[config.mk]
export PLATFORM = sky130hd
export DESIGN_NAME = uart_receiver_with_fifo
export DESIGN_NICKNAME = d
export VERILOG_FILES = /design/src/sv/uartrx_pkg.sv /design/src/sv/uartrx_ram.sv /design/src/sv/uartrx_ctrl.sv /design/src/sv/uart_receiver_with_fifo.sv
export SDC_FILE = /design/constraint.sdc
export NUM_CORES = 1
export LEC_CHECK = 0
export BUFFER_PORTS_ARGS = -buffer_cell sky130_fd_sc_hd__buf_2
export CAP_MARGIN = 40
export CORE_MARGIN = 2
export CORE_UTILIZATION = 40
export CTS_CLUSTER_DIAMETER = 50
export DETAILED_ROUTE_END_ITERATION = 10
export PLACE_DENSITY = 0.65
export SLEW_MARGIN = 30
export SYNTH_ARGS = -nofsm -noshare
export SYNTH_HDL_FRONTEND = slang
export SYNTH_SLANG_ARGS = --single-unit
[constraint.sdc]
create_clock -name clk -period 5.04 [get_ports clk]
set_input_delay 0.504 -clock clk [delete_from_list [all_inputs] [get_ports clk]]
set_output_delay 0.504 -clock clk [all_outputs]
set_load 0.02 [all_outputs]
[src/sv/uartrx_pkg.sv]
`timescale 1ns / 1ps

package uartrx_pkg;

    // Host and line actions carried by an input transaction
    typedef enum logic [1:0] {
        ACT_TICK  = 2'd0,
        ACT_POP   = 2'd1,
        ACT_PEEK  = 2'd2,
        ACT_FLUSH = 2'd3
    } rx_action_t;

    // Configuration register indexes
    localparam logic [1:0] REG_BIT_PERIOD  = 2'd0;
    localparam logic [1:0] REG_START_DELAY = 2'd1;
    localparam logic [1:0] REG_RX_ENABLE   = 2'd2;

    localparam int CFG_INDEX_W = 2;
    localparam int CFG_DATA_W  = 16;

    // Reset values of the configuration registers
    localparam logic [CFG_DATA_W-1:0] BIT_PERIOD_RST  = 16'd7500;
    localparam logic [CFG_DATA_W-1:0] START_DELAY_RST = 16'd10950;

    // Character phases: 0..7 sample data bits, COMMIT stores the byte
    localparam logic [3:0] PHASE_COMMIT = 4'd8;
    localparam logic [3:0] PHASE_IDLE   = 4'd9;

    typedef struct packed {
        rx_action_t action;
        logic       rx_level;
    } rx_in_t;

    typedef struct packed {
        logic [7:0] data;
        logic       data_valid;
        logic [7:0] fill_count;
        logic       overflow;
        logic       receiving;
    } rx_out_t;

    // Status of one transaction, minus the byte that the memory returns
    typedef struct packed {
        logic       data_valid;
        logic [7:0] fill_count;
        logic       overflow;
        logic       receiving;
    } rx_status_t;

endpackage

[src/sv/uartrx_ram.sv]
`timescale 1ns / 1ps

module uartrx_ram #(
    parameter int DEPTH = 64,
    localparam int AW = $clog2(DEPTH)
) (
    input  logic          clk,
    input  logic          wr_en,
    input  logic [AW-1:0] wr_addr,
    input  logic [7:0]    wr_data,
    input  logic          rd_en,
    input  logic [AW-1:0] rd_addr,
    output logic [7:0]    rd_data
);

    logic [7:0] mem [DEPTH];
    logic [7:0] rd_data_reg;

    always_ff @(posedge clk)
    begin
        if (wr_en)
        begin
            mem[wr_addr] <= wr_data;
        end
        if (rd_en)
        begin
            rd_data_reg <= mem[rd_addr];
        end
    end

    assign rd_data = rd_data_reg;

endmodule

[src/sv/uartrx_ctrl.sv]
`timescale 1ns / 1ps

module uartrx_ctrl #(
    parameter int DEPTH = 64,
    parameter int TIMER_BITS = 16,
    localparam int AW = $clog2(DEPTH)
) (
    input  logic                              clk,
    input  logic                              rst_n,
    input  logic                              cfg_write,
    input  logic [uartrx_pkg::CFG_INDEX_W-1:0] cfg_index,
    input  logic [uartrx_pkg::CFG_DATA_W-1:0]  cfg_data,
    input  logic                              accept,
    input  uartrx_pkg::rx_in_t                item,
    output logic                              wr_en,
    output logic [AW-1:0]                     wr_addr,
    output logic [7:0]                        wr_data,
    output logic [AW-1:0]                     rd_addr,
    output uartrx_pkg::rx_status_t            status
);

    import uartrx_pkg::*;

    localparam logic [AW-1:0] LAST_IDX = AW'(DEPTH - 1);

    logic [CFG_DATA_W-1:0] bit_period_reg;
    logic [CFG_DATA_W-1:0] start_delay_reg;
    logic                  rx_enable_reg;

    logic [AW-1:0]         wr_idx_reg,   wr_idx_next;
    logic [AW-1:0]         rd_idx_reg,   rd_idx_next;
    logic                  overflow_reg, overflow_next;
    logic [3:0]            phase_reg,    phase_next;
    logic [TIMER_BITS-1:0] count_reg,    count_next;
    logic [7:0]            shift_reg,    shift_next;
    logic                  last_reg,     last_next;

    logic [AW-1:0]         wr_inc;
    logic [AW-1:0]         rd_inc;
    logic                  fifo_empty;
    logic                  commit;
    logic [AW:0]           fill;

    assign wr_inc     = (wr_idx_reg == LAST_IDX) ? '0 : wr_idx_reg + AW'(1);
    assign rd_inc     = (rd_idx_reg == LAST_IDX) ? '0 : rd_idx_reg + AW'(1);
    assign fifo_empty = (rd_idx_reg == wr_idx_reg);

    always_comb
    begin
        wr_idx_next   = wr_idx_reg;
        rd_idx_next   = rd_idx_reg;
        overflow_next = overflow_reg;
        phase_next    = phase_reg;
        count_next    = count_reg;
        shift_next    = shift_reg;
        last_next     = last_reg;
        commit        = 1'b0;
        status.data_valid = 1'b0;

        unique case (item.action)
            ACT_TICK:
            begin
                last_next = item.rx_level;
                if (phase_reg == PHASE_IDLE)
                begin
                    // start edge: line was high, now low
                    if (rx_enable_reg && last_reg && !item.rx_level)
                    begin
                        count_next = TIMER_BITS'(start_delay_reg);
                        phase_next = 4'd0;
                    end
                end
                else if (count_reg > TIMER_BITS'(1))
                begin
                    count_next = count_reg - TIMER_BITS'(1);
                end
                else if (phase_reg < PHASE_COMMIT)
                begin
                    shift_next = {item.rx_level, shift_reg[7:1]};
                    count_next = TIMER_BITS'(bit_period_reg);
                    phase_next = phase_reg + 4'd1;
                end
                else
                begin
                    count_next = '0;
                    phase_next = PHASE_IDLE;
                    if (wr_inc != rd_idx_reg)
                    begin
                        commit      = 1'b1;
                        wr_idx_next = wr_inc;
                    end
                    else
                    begin
                        overflow_next = 1'b1;
                    end
                end
            end
            ACT_POP,
            ACT_PEEK:
            begin
                if (rx_enable_reg && !fifo_empty)
                begin
                    status.data_valid = 1'b1;
                    if (item.action == ACT_POP)
                    begin
                        rd_idx_next = rd_inc;
                    end
                end
            end
            ACT_FLUSH:
            begin
                wr_idx_next = '0;
                rd_idx_next = '0;
            end
        endcase

        // occupancy after this transaction, modulo the store depth
        if (wr_idx_next >= rd_idx_next)
        begin
            fill = {1'b0, wr_idx_next} - {1'b0, rd_idx_next};
        end
        else
        begin
            fill = {1'b0, wr_idx_next} + (AW + 1)'(DEPTH) - {1'b0, rd_idx_next};
        end

        status.fill_count = rx_enable_reg ? 8'(fill) : 8'd0;
        status.overflow   = overflow_next;
        status.receiving  = (phase_next != PHASE_IDLE);
    end

    assign wr_en   = accept && commit;
    assign wr_addr = wr_idx_reg;
    assign wr_data = shift_reg;
    assign rd_addr = rd_idx_reg;

    always_ff @(posedge clk or negedge rst_n)
    begin
        if (!rst_n)
        begin
            bit_period_reg  <= BIT_PERIOD_RST;
            start_delay_reg <= START_DELAY_RST;
            rx_enable_reg   <= 1'b1;
            wr_idx_reg      <= '0;
            rd_idx_reg      <= '0;
            overflow_reg    <= 1'b0;
            phase_reg       <= PHASE_IDLE;
            count_reg       <= '0;
            shift_reg       <= '0;
            last_reg        <= 1'b1;
        end
        else if (cfg_write)
        begin
            // the user must send configuration only while no transaction is in flight; unchecked here
            unique case (cfg_index)
                REG_BIT_PERIOD:  bit_period_reg  <= cfg_data;
                REG_START_DELAY: start_delay_reg <= cfg_data;
                REG_RX_ENABLE:
                begin
                    if (cfg_data[0] && !rx_enable_reg)
                    begin
                        wr_idx_reg   <= '0;
                        rd_idx_reg   <= '0;
                        overflow_reg <= 1'b0;
                    end
                    rx_enable_reg <= cfg_data[0];
                end
                default:
                begin
                end
            endcase
        end
        else if (accept)
        begin
            wr_idx_reg   <= wr_idx_next;
            rd_idx_reg   <= rd_idx_next;
            overflow_reg <= overflow_next;
            phase_reg    <= phase_next;
            count_reg    <= count_next;
            shift_reg    <= shift_next;
            last_reg     <= last_next;
        end
    end

`ifndef SYNTHESIS
    a_phase_range: assert property (@(posedge clk) disable iff (!rst_n)
        phase_reg <= PHASE_IDLE)
        else $error("bit phase out of range");

    a_no_full_write: assert property (@(posedge clk) disable iff (!rst_n)
        wr_en |-> (wr_inc != rd_idx_reg))
        else $error("byte stored into a full fifo");

    a_start_enabled: assert property (@(posedge clk) disable iff (!rst_n)
        (accept && phase_reg == PHASE_IDLE && phase_next != PHASE_IDLE)
        |-> rx_enable_reg)
        else $error("character started while disabled");

    a_overflow_sticky: assert property (@(posedge clk) disable iff (!rst_n)
        (overflow_reg && !cfg_write) |=> overflow_reg)
        else $error("overflow flag dropped without re-enable");
`endif

endmodule

[src/sv/uart_receiver_with_fifo.sv]
`timescale 1ns / 1ps

// 8N1 serial receiver with a receive fifo. Each input transaction is either a
// timer tick carrying the sampled line level, or a host pop, peek or flush;
// every input transaction yields exactly one result transaction holding the
// head byte (pop/peek), the fill count, the sticky overflow flag and the
// receiving status. A falling line edge while idle and enabled loads the
// down-counter with start_delay; each expiry samples one data bit LSB first
// and reloads bit_period, and the expiry after the eighth bit stores the byte
// or, with FIFO_DEPTH-1 bytes held, drops it and sets overflow. The stop bit
// is not checked. Rate: one transaction per clock while result_ready is high;
// a low result_ready stalls input. A result passes the read stage, where the
// byte store read returns, and then the output register. The receiver state is
// updated in the accept cycle, so consecutive transactions need no forwarding.
// Configuration writes take effect at once and belong in idle periods;
// raising rx_enable from 0 empties the fifo and clears overflow.

module uart_receiver_with_fifo #(
    parameter int FIFO_DEPTH = 64,
    parameter int TIMER_BITS = 16
) (
    input  logic                               clk,
    input  logic                               rst_n,
    input  logic                               cfg_write,
    input  logic [uartrx_pkg::CFG_INDEX_W-1:0] cfg_index,
    input  logic [uartrx_pkg::CFG_DATA_W-1:0]  cfg_data,
    input  logic                               item_valid,
    output logic                               item_ready,
    input  uartrx_pkg::rx_in_t                 item,
    output logic                               result_valid,
    input  logic                               result_ready,
    output uartrx_pkg::rx_out_t                result
);

    import uartrx_pkg::*;

    localparam int AW = $clog2(FIFO_DEPTH);

    logic          accept;
    logic          wr_en;
    logic [AW-1:0] wr_addr;
    logic [7:0]    wr_data;
    logic [AW-1:0] rd_addr;
    logic [7:0]    rd_data;
    rx_status_t    status;

    // Read stage: status waits here while the store returns the head byte
    logic          s1_valid_reg;
    rx_status_t    s1_status_reg;
    logic          s1_move;

    // Output register
    logic          out_valid_reg;
    rx_out_t       out_reg;

    // Advance the read stage whenever the output register is free or drains
    assign s1_move    = s1_valid_reg && (!out_valid_reg || result_ready);
    assign item_ready = !s1_valid_reg || s1_move;
    assign accept     = item_valid && item_ready;

    uartrx_ctrl #(
        .DEPTH      (FIFO_DEPTH),
        .TIMER_BITS (TIMER_BITS)
    ) u_ctrl (
        .clk       (clk),
        .rst_n     (rst_n),
        .cfg_write (cfg_write),
        .cfg_index (cfg_index),
        .cfg_data  (cfg_data),
        .accept    (accept),
        .item      (item),
        .wr_en     (wr_en),
        .wr_addr   (wr_addr),
        .wr_data   (wr_data),
        .rd_addr   (rd_addr),
        .status    (status)
    );

    // Read the head entry on every accepted transaction; hold it while stalled
    uartrx_ram #(
        .DEPTH (FIFO_DEPTH)
    ) u_ram (
        .clk     (clk),
        .wr_en   (wr_en),
        .wr_addr (wr_addr),
        .wr_data (wr_data),
        .rd_en   (accept),
        .rd_addr (rd_addr),
        .rd_data (rd_data)
    );

    always_ff @(posedge clk or negedge rst_n)
    begin
        if (!rst_n)
        begin
            s1_valid_reg <= 1'b0;
        end
        else if (accept)
        begin
            s1_valid_reg <= 1'b1;
        end
        else if (s1_move)
        begin
            s1_valid_reg <= 1'b0;
        end
    end

    always_ff @(posedge clk)
    begin
        if (accept)
        begin
            s1_status_reg <= status;
        end
    end

    always_ff @(posedge clk or negedge rst_n)
    begin
        if (!rst_n)
        begin
            out_valid_reg <= 1'b0;
        end
        else if (s1_move)
        begin
            out_valid_reg <= 1'b1;
        end
        else if (result_ready)
        begin
            out_valid_reg <= 1'b0;
        end
    end

    always_ff @(posedge clk)
    begin
        if (s1_move)
        begin
            // drop the stored byte unless the pop or peek found one
            out_reg.data       <= s1_status_reg.data_valid ? rd_data : 8'd0;
            out_reg.data_valid <= s1_status_reg.data_valid;
            out_reg.fill_count <= s1_status_reg.fill_count;
            out_reg.overflow   <= s1_status_reg.overflow;
            out_reg.receiving  <= s1_status_reg.receiving;
        end
    end

    assign result_valid = out_valid_reg;
    assign result       = out_reg;

`ifndef SYNTHESIS
    a_out_hold: assert property (@(posedge clk) disable iff (!rst_n)
        (result_valid && !result_ready) |=> (result_valid && $stable(result)))
        else $error("result changed while stalled");

    a_no_accept_when_full: assert property (@(posedge clk) disable iff (!rst_n)
        (s1_valid_reg && out_valid_reg && !result_ready) |-> !item_ready)
        else $error("transaction accepted with both stages blocked");

    a_empty_data_zero: assert property (@(posedge clk) disable iff (!rst_n)
        (result_valid && !result.data_valid) |-> (result.data == 8'd0))
        else $error("byte returned without a successful pop or peek");
`endif

endmodule
==> metrics.md <==
| Metric | Value |
|---|---|
| Mapped Nets | around 1600 |
| Synth top area cells | edfxtp_1, mux4_2, dfrtp_1, mux2_2, dfstp_2 |
| # diodes | 0 |
| Sequential share of the synthesized area | a little over two thirds |
| CP max FO | 19 |
| Syn Inst Count | ~1500 |
| Vias | roughly 14000 |
| Pin count of the biggest net entering global routing | 67 |
| CP most frequent cell | a21oi_1 |
| Clock Path Buffers | 3 |
| Fin crit share | 90.97% |
| ANT nets after route | 0 |
| Most flops, register | u_ram.mem |
| Number of setup buffers added after CTS | 0 |
| Filler instances | ~5400 |
| Worst Min Path Start | item_valid |
| Via density per instance | 5.669 |
| Flop-to-flop setup slack | 0.46 ns |
| Clock sinks | approximately 630 |
| Worst r2r path cells | 17 |
| RD Place Congestion | around 0.85 |
| Worst slew pin tran | a little under 0.9 ns |
| Tmin final | roughly 4.6 ns |
| Initial core utilization | around two fifths |
| Critical path endpoint category | flip-flop |
| Routed len/inst | between 20 and 25 um |
| Die footprint | 0.06744 mm2 |
| Yosys warns | 0 |
| First-pass GRT wire length | a little under 90000 um |
| Setup total negative slack | 0 ns |
| Synthesized area per cell | around 17 um2 |
| Max stage delay on crit path | 0.67 ns |
| PortBufs | between 40 and 50 |
| Crit-path slowest cell | dfrtp_1 |
| Cts repair resizes | 0 |
| Num CTS Buffers | about 70 |
| Max Fclk | 218.1 MHz |
| Htree depth | 3 |
| Critical Path Source Type | flip-flop |
| Area growth syn-to-layout | 13.89% |
| Worst vdd ir | around 0.19 mV |
| Detailed placement HPWL | about 36000 um |
| Pins Over Slew Limit | 0 |
| Grt ovf | 0 |
| CP endpoint | s1_status_reg[8] |
| Num ports | 47 |
| Async S/R FF share, synth | 12.32% |
| Clock root buffer | clkbuf_16 |
| Worst path bufs/invs | 0 |
| Status | finished, final reports clean |
| Leakage | 0.01018 uW |
| DRC Markers | 0 |
| Power per cell area | between 300 and 400 mW/mm2 |
| Register bit count reported by yosys | between 600 and 700 |
| RSZ-0062 raised after global routing | false |
| Vias in the first global route | roughly 14000 |
| Die W | roughly 260 um |
| Clock transition at path regs | about 0.060 ns |
| Layout cell share with drive strength beyond 1 | roughly a quarter |
| Crit. path cell count | 17 |
| Max-Cap Viols | 0 |
| Max FFs per register | between 500 and 600 |
| Worst path arrival time | around 5 ns |
| Initial DRC count | 1557 |
| Final nets | 1639 |
| Synth top area share | 62.92% |
| Setup Skew | between 0.02 and 0.03 ns |
| Data required, critical path | approximately 5.5 ns |
| Crit path cell chain | ha_1 > and3_1 > nand3_1 > nor3_1 > nor3b_4 > o21a_1 > o21ai_0 > a31oi_1 > ha_1 > fa_1 > nor2b_1 > o21ai_0 > nand2b_1 > a21oi_1 > nor3b_1 > a21oi_1 > a21oi_1 |
| CP startpoint | u_ctrl.wr_addr[0] |
| Critical path class | reg2reg |
| Core box area | around 0.065 mm2 |
| Worst R2R Start | u_ctrl.wr_addr[0] |
| DRT Pass-1 Iters | 6 |
| Die height | between 200 and 300 um |
| Slew headroom | between 40 and 50% |
| CTS tree | built |
| Antenna violations before repair | 1 |
| Gr usage total | around 17% |
| Mapped cell area | 0.02615 mm2 |
| Min Hold Slack | approximately 0.13 ns |
| Final wirelength | 57560 um |
| Top FF cell, synth | edfxtp_1 |
| Synth cell types | 77 |
| Worst hold path class | in2reg |
| Num rows | a little over 90 |
| EDFF count, synth | roughly 550 |
| Final Hold Fails | 0 |
| Skew-Pair Late Insertion Delay | 0.61 ns |
| Most area-hungry cell type in the Yosys netlist | edfxtp_1 |
| Cell family with most CP delay | simple AND/OR/NAND/NOR gates |
| Final setup violation count | 0 |
| RR Endpoint | s1_status_reg[8] |
## what timing repair did
action | CTS | global route
hold endpoints to repair | 26 | 0
hold buffers | 1 | 0
setup endpoints to repair | 0 | 0
## routing by layer
metal / wire length, um / GRT usage (%) / up-vias
met1: 23980 / 23.58 / 7370
met5: 14 / 0 / -
met3: 3829 / 2.710 / 103
li1: - / - / 6234
met4: 1428 / 5.763 / 2
met2: 28310 / 28.16 / 532
## report_power, final
part           internal (uW)  switching (uW)
sequential              5710             123
clock                   3010            2070
combinational            214             251
total                   8930            2450
## cells in the final DEF (no fill, tap or decap), drive strengths merged, types with 15 or more instances in the layout
master | Yosys | layout
edfxtp | 548 | 548
nor2 | 98 | 98
inv | 19 | 31
dfrtp | 59 | 59
buf | 42 | 84
ha | 15 | 15
mux2 | 44 | 44
nand2b | 18 | 18
dfstp | 18 | 18
mux2i | 37 | 37
o22ai | 18 | 18
o21ai | 45 | 45
clkbuf | 46 | 98
nor3 | 24 | 24
nand3 | 15 | 15
clkinv | 1 | 22
o221ai | 16 | 16
a21oi | 73 | 73
mux4 | 128 | 128
nand2 | 80 | 80
## layout make-up
class                      count  area (um2)  share of cell area, %
timing repair buffer          89       600.6                  2.016
sequential                   625       18430                  61.89
tap                          855        1070                  3.592
inverter                      20       75.07                 0.2520
multi-input combinational    789        7273                  24.42
clock buffer                  94        1936                  6.499
clock inverter                40       397.9                  1.336
## synth_stat cells (10+ instances only)
master / instances
clkbuf_1: 46
mux2i_1: 37
o2111ai_1: 11
nor2_1: 90
nand3_1: 15
ha_1: 15
o21ai_0: 43
buf_1: 10
o221ai_1: 16
nor2b_1: 11
buf_2: 23
mux4_2: 128
nor3_1: 18
dfstp_2: 18
a21oi_1: 73
dfrtp_1: 59
o22ai_1: 18
and2_1: 14
nand2_1: 80
xnor2_1: 12
inv_1: 19
edfxtp_1: 548
mux2_2: 43
nand2b_1: 18
## stage by stage
step	std cells	cell area [um2]	setup slack [ns]	utilization, %	power (uW)
5_1_grt	2512	29780	0.1695	46.12	11750
3_3_place_gp	2364	27300	0.8546	42.27	6379
6_report	2512	29780	0.4550	46.12	11380
2_1_floorplan	1522	26150	1.454	-	6257
4_1_cts	2502	29700	0.6344	45.99	11480
3_5_place_dp	2367	27360	0.6370	42.36	6399
## kinds of logic after synthesis
| family | synth area share (%) |
|---|---|
| simple gates | 6.301 |
| compound gates | 5.612 |
| mux | 14.35 |
| xor+xnor | 0.7224 |
| buf+inv | 1.832 |
| flops | 70.38 |
| other cells | 0.01434 |
| fa+ha+maj | 0.7942 |
## worst min path at each step
stage	slack [ns]	cells after the start	to
detailed placement	0.41	0	result[4]
finish	0.13	2	s1_valid_reg
global placement	0.40	0	result[8]
floorplan	0.21	0	result_valid
global route	0.13	2	s1_valid_reg
CTS	0.11	2	s1_valid_reg
(Power assumes the default switching activity.)
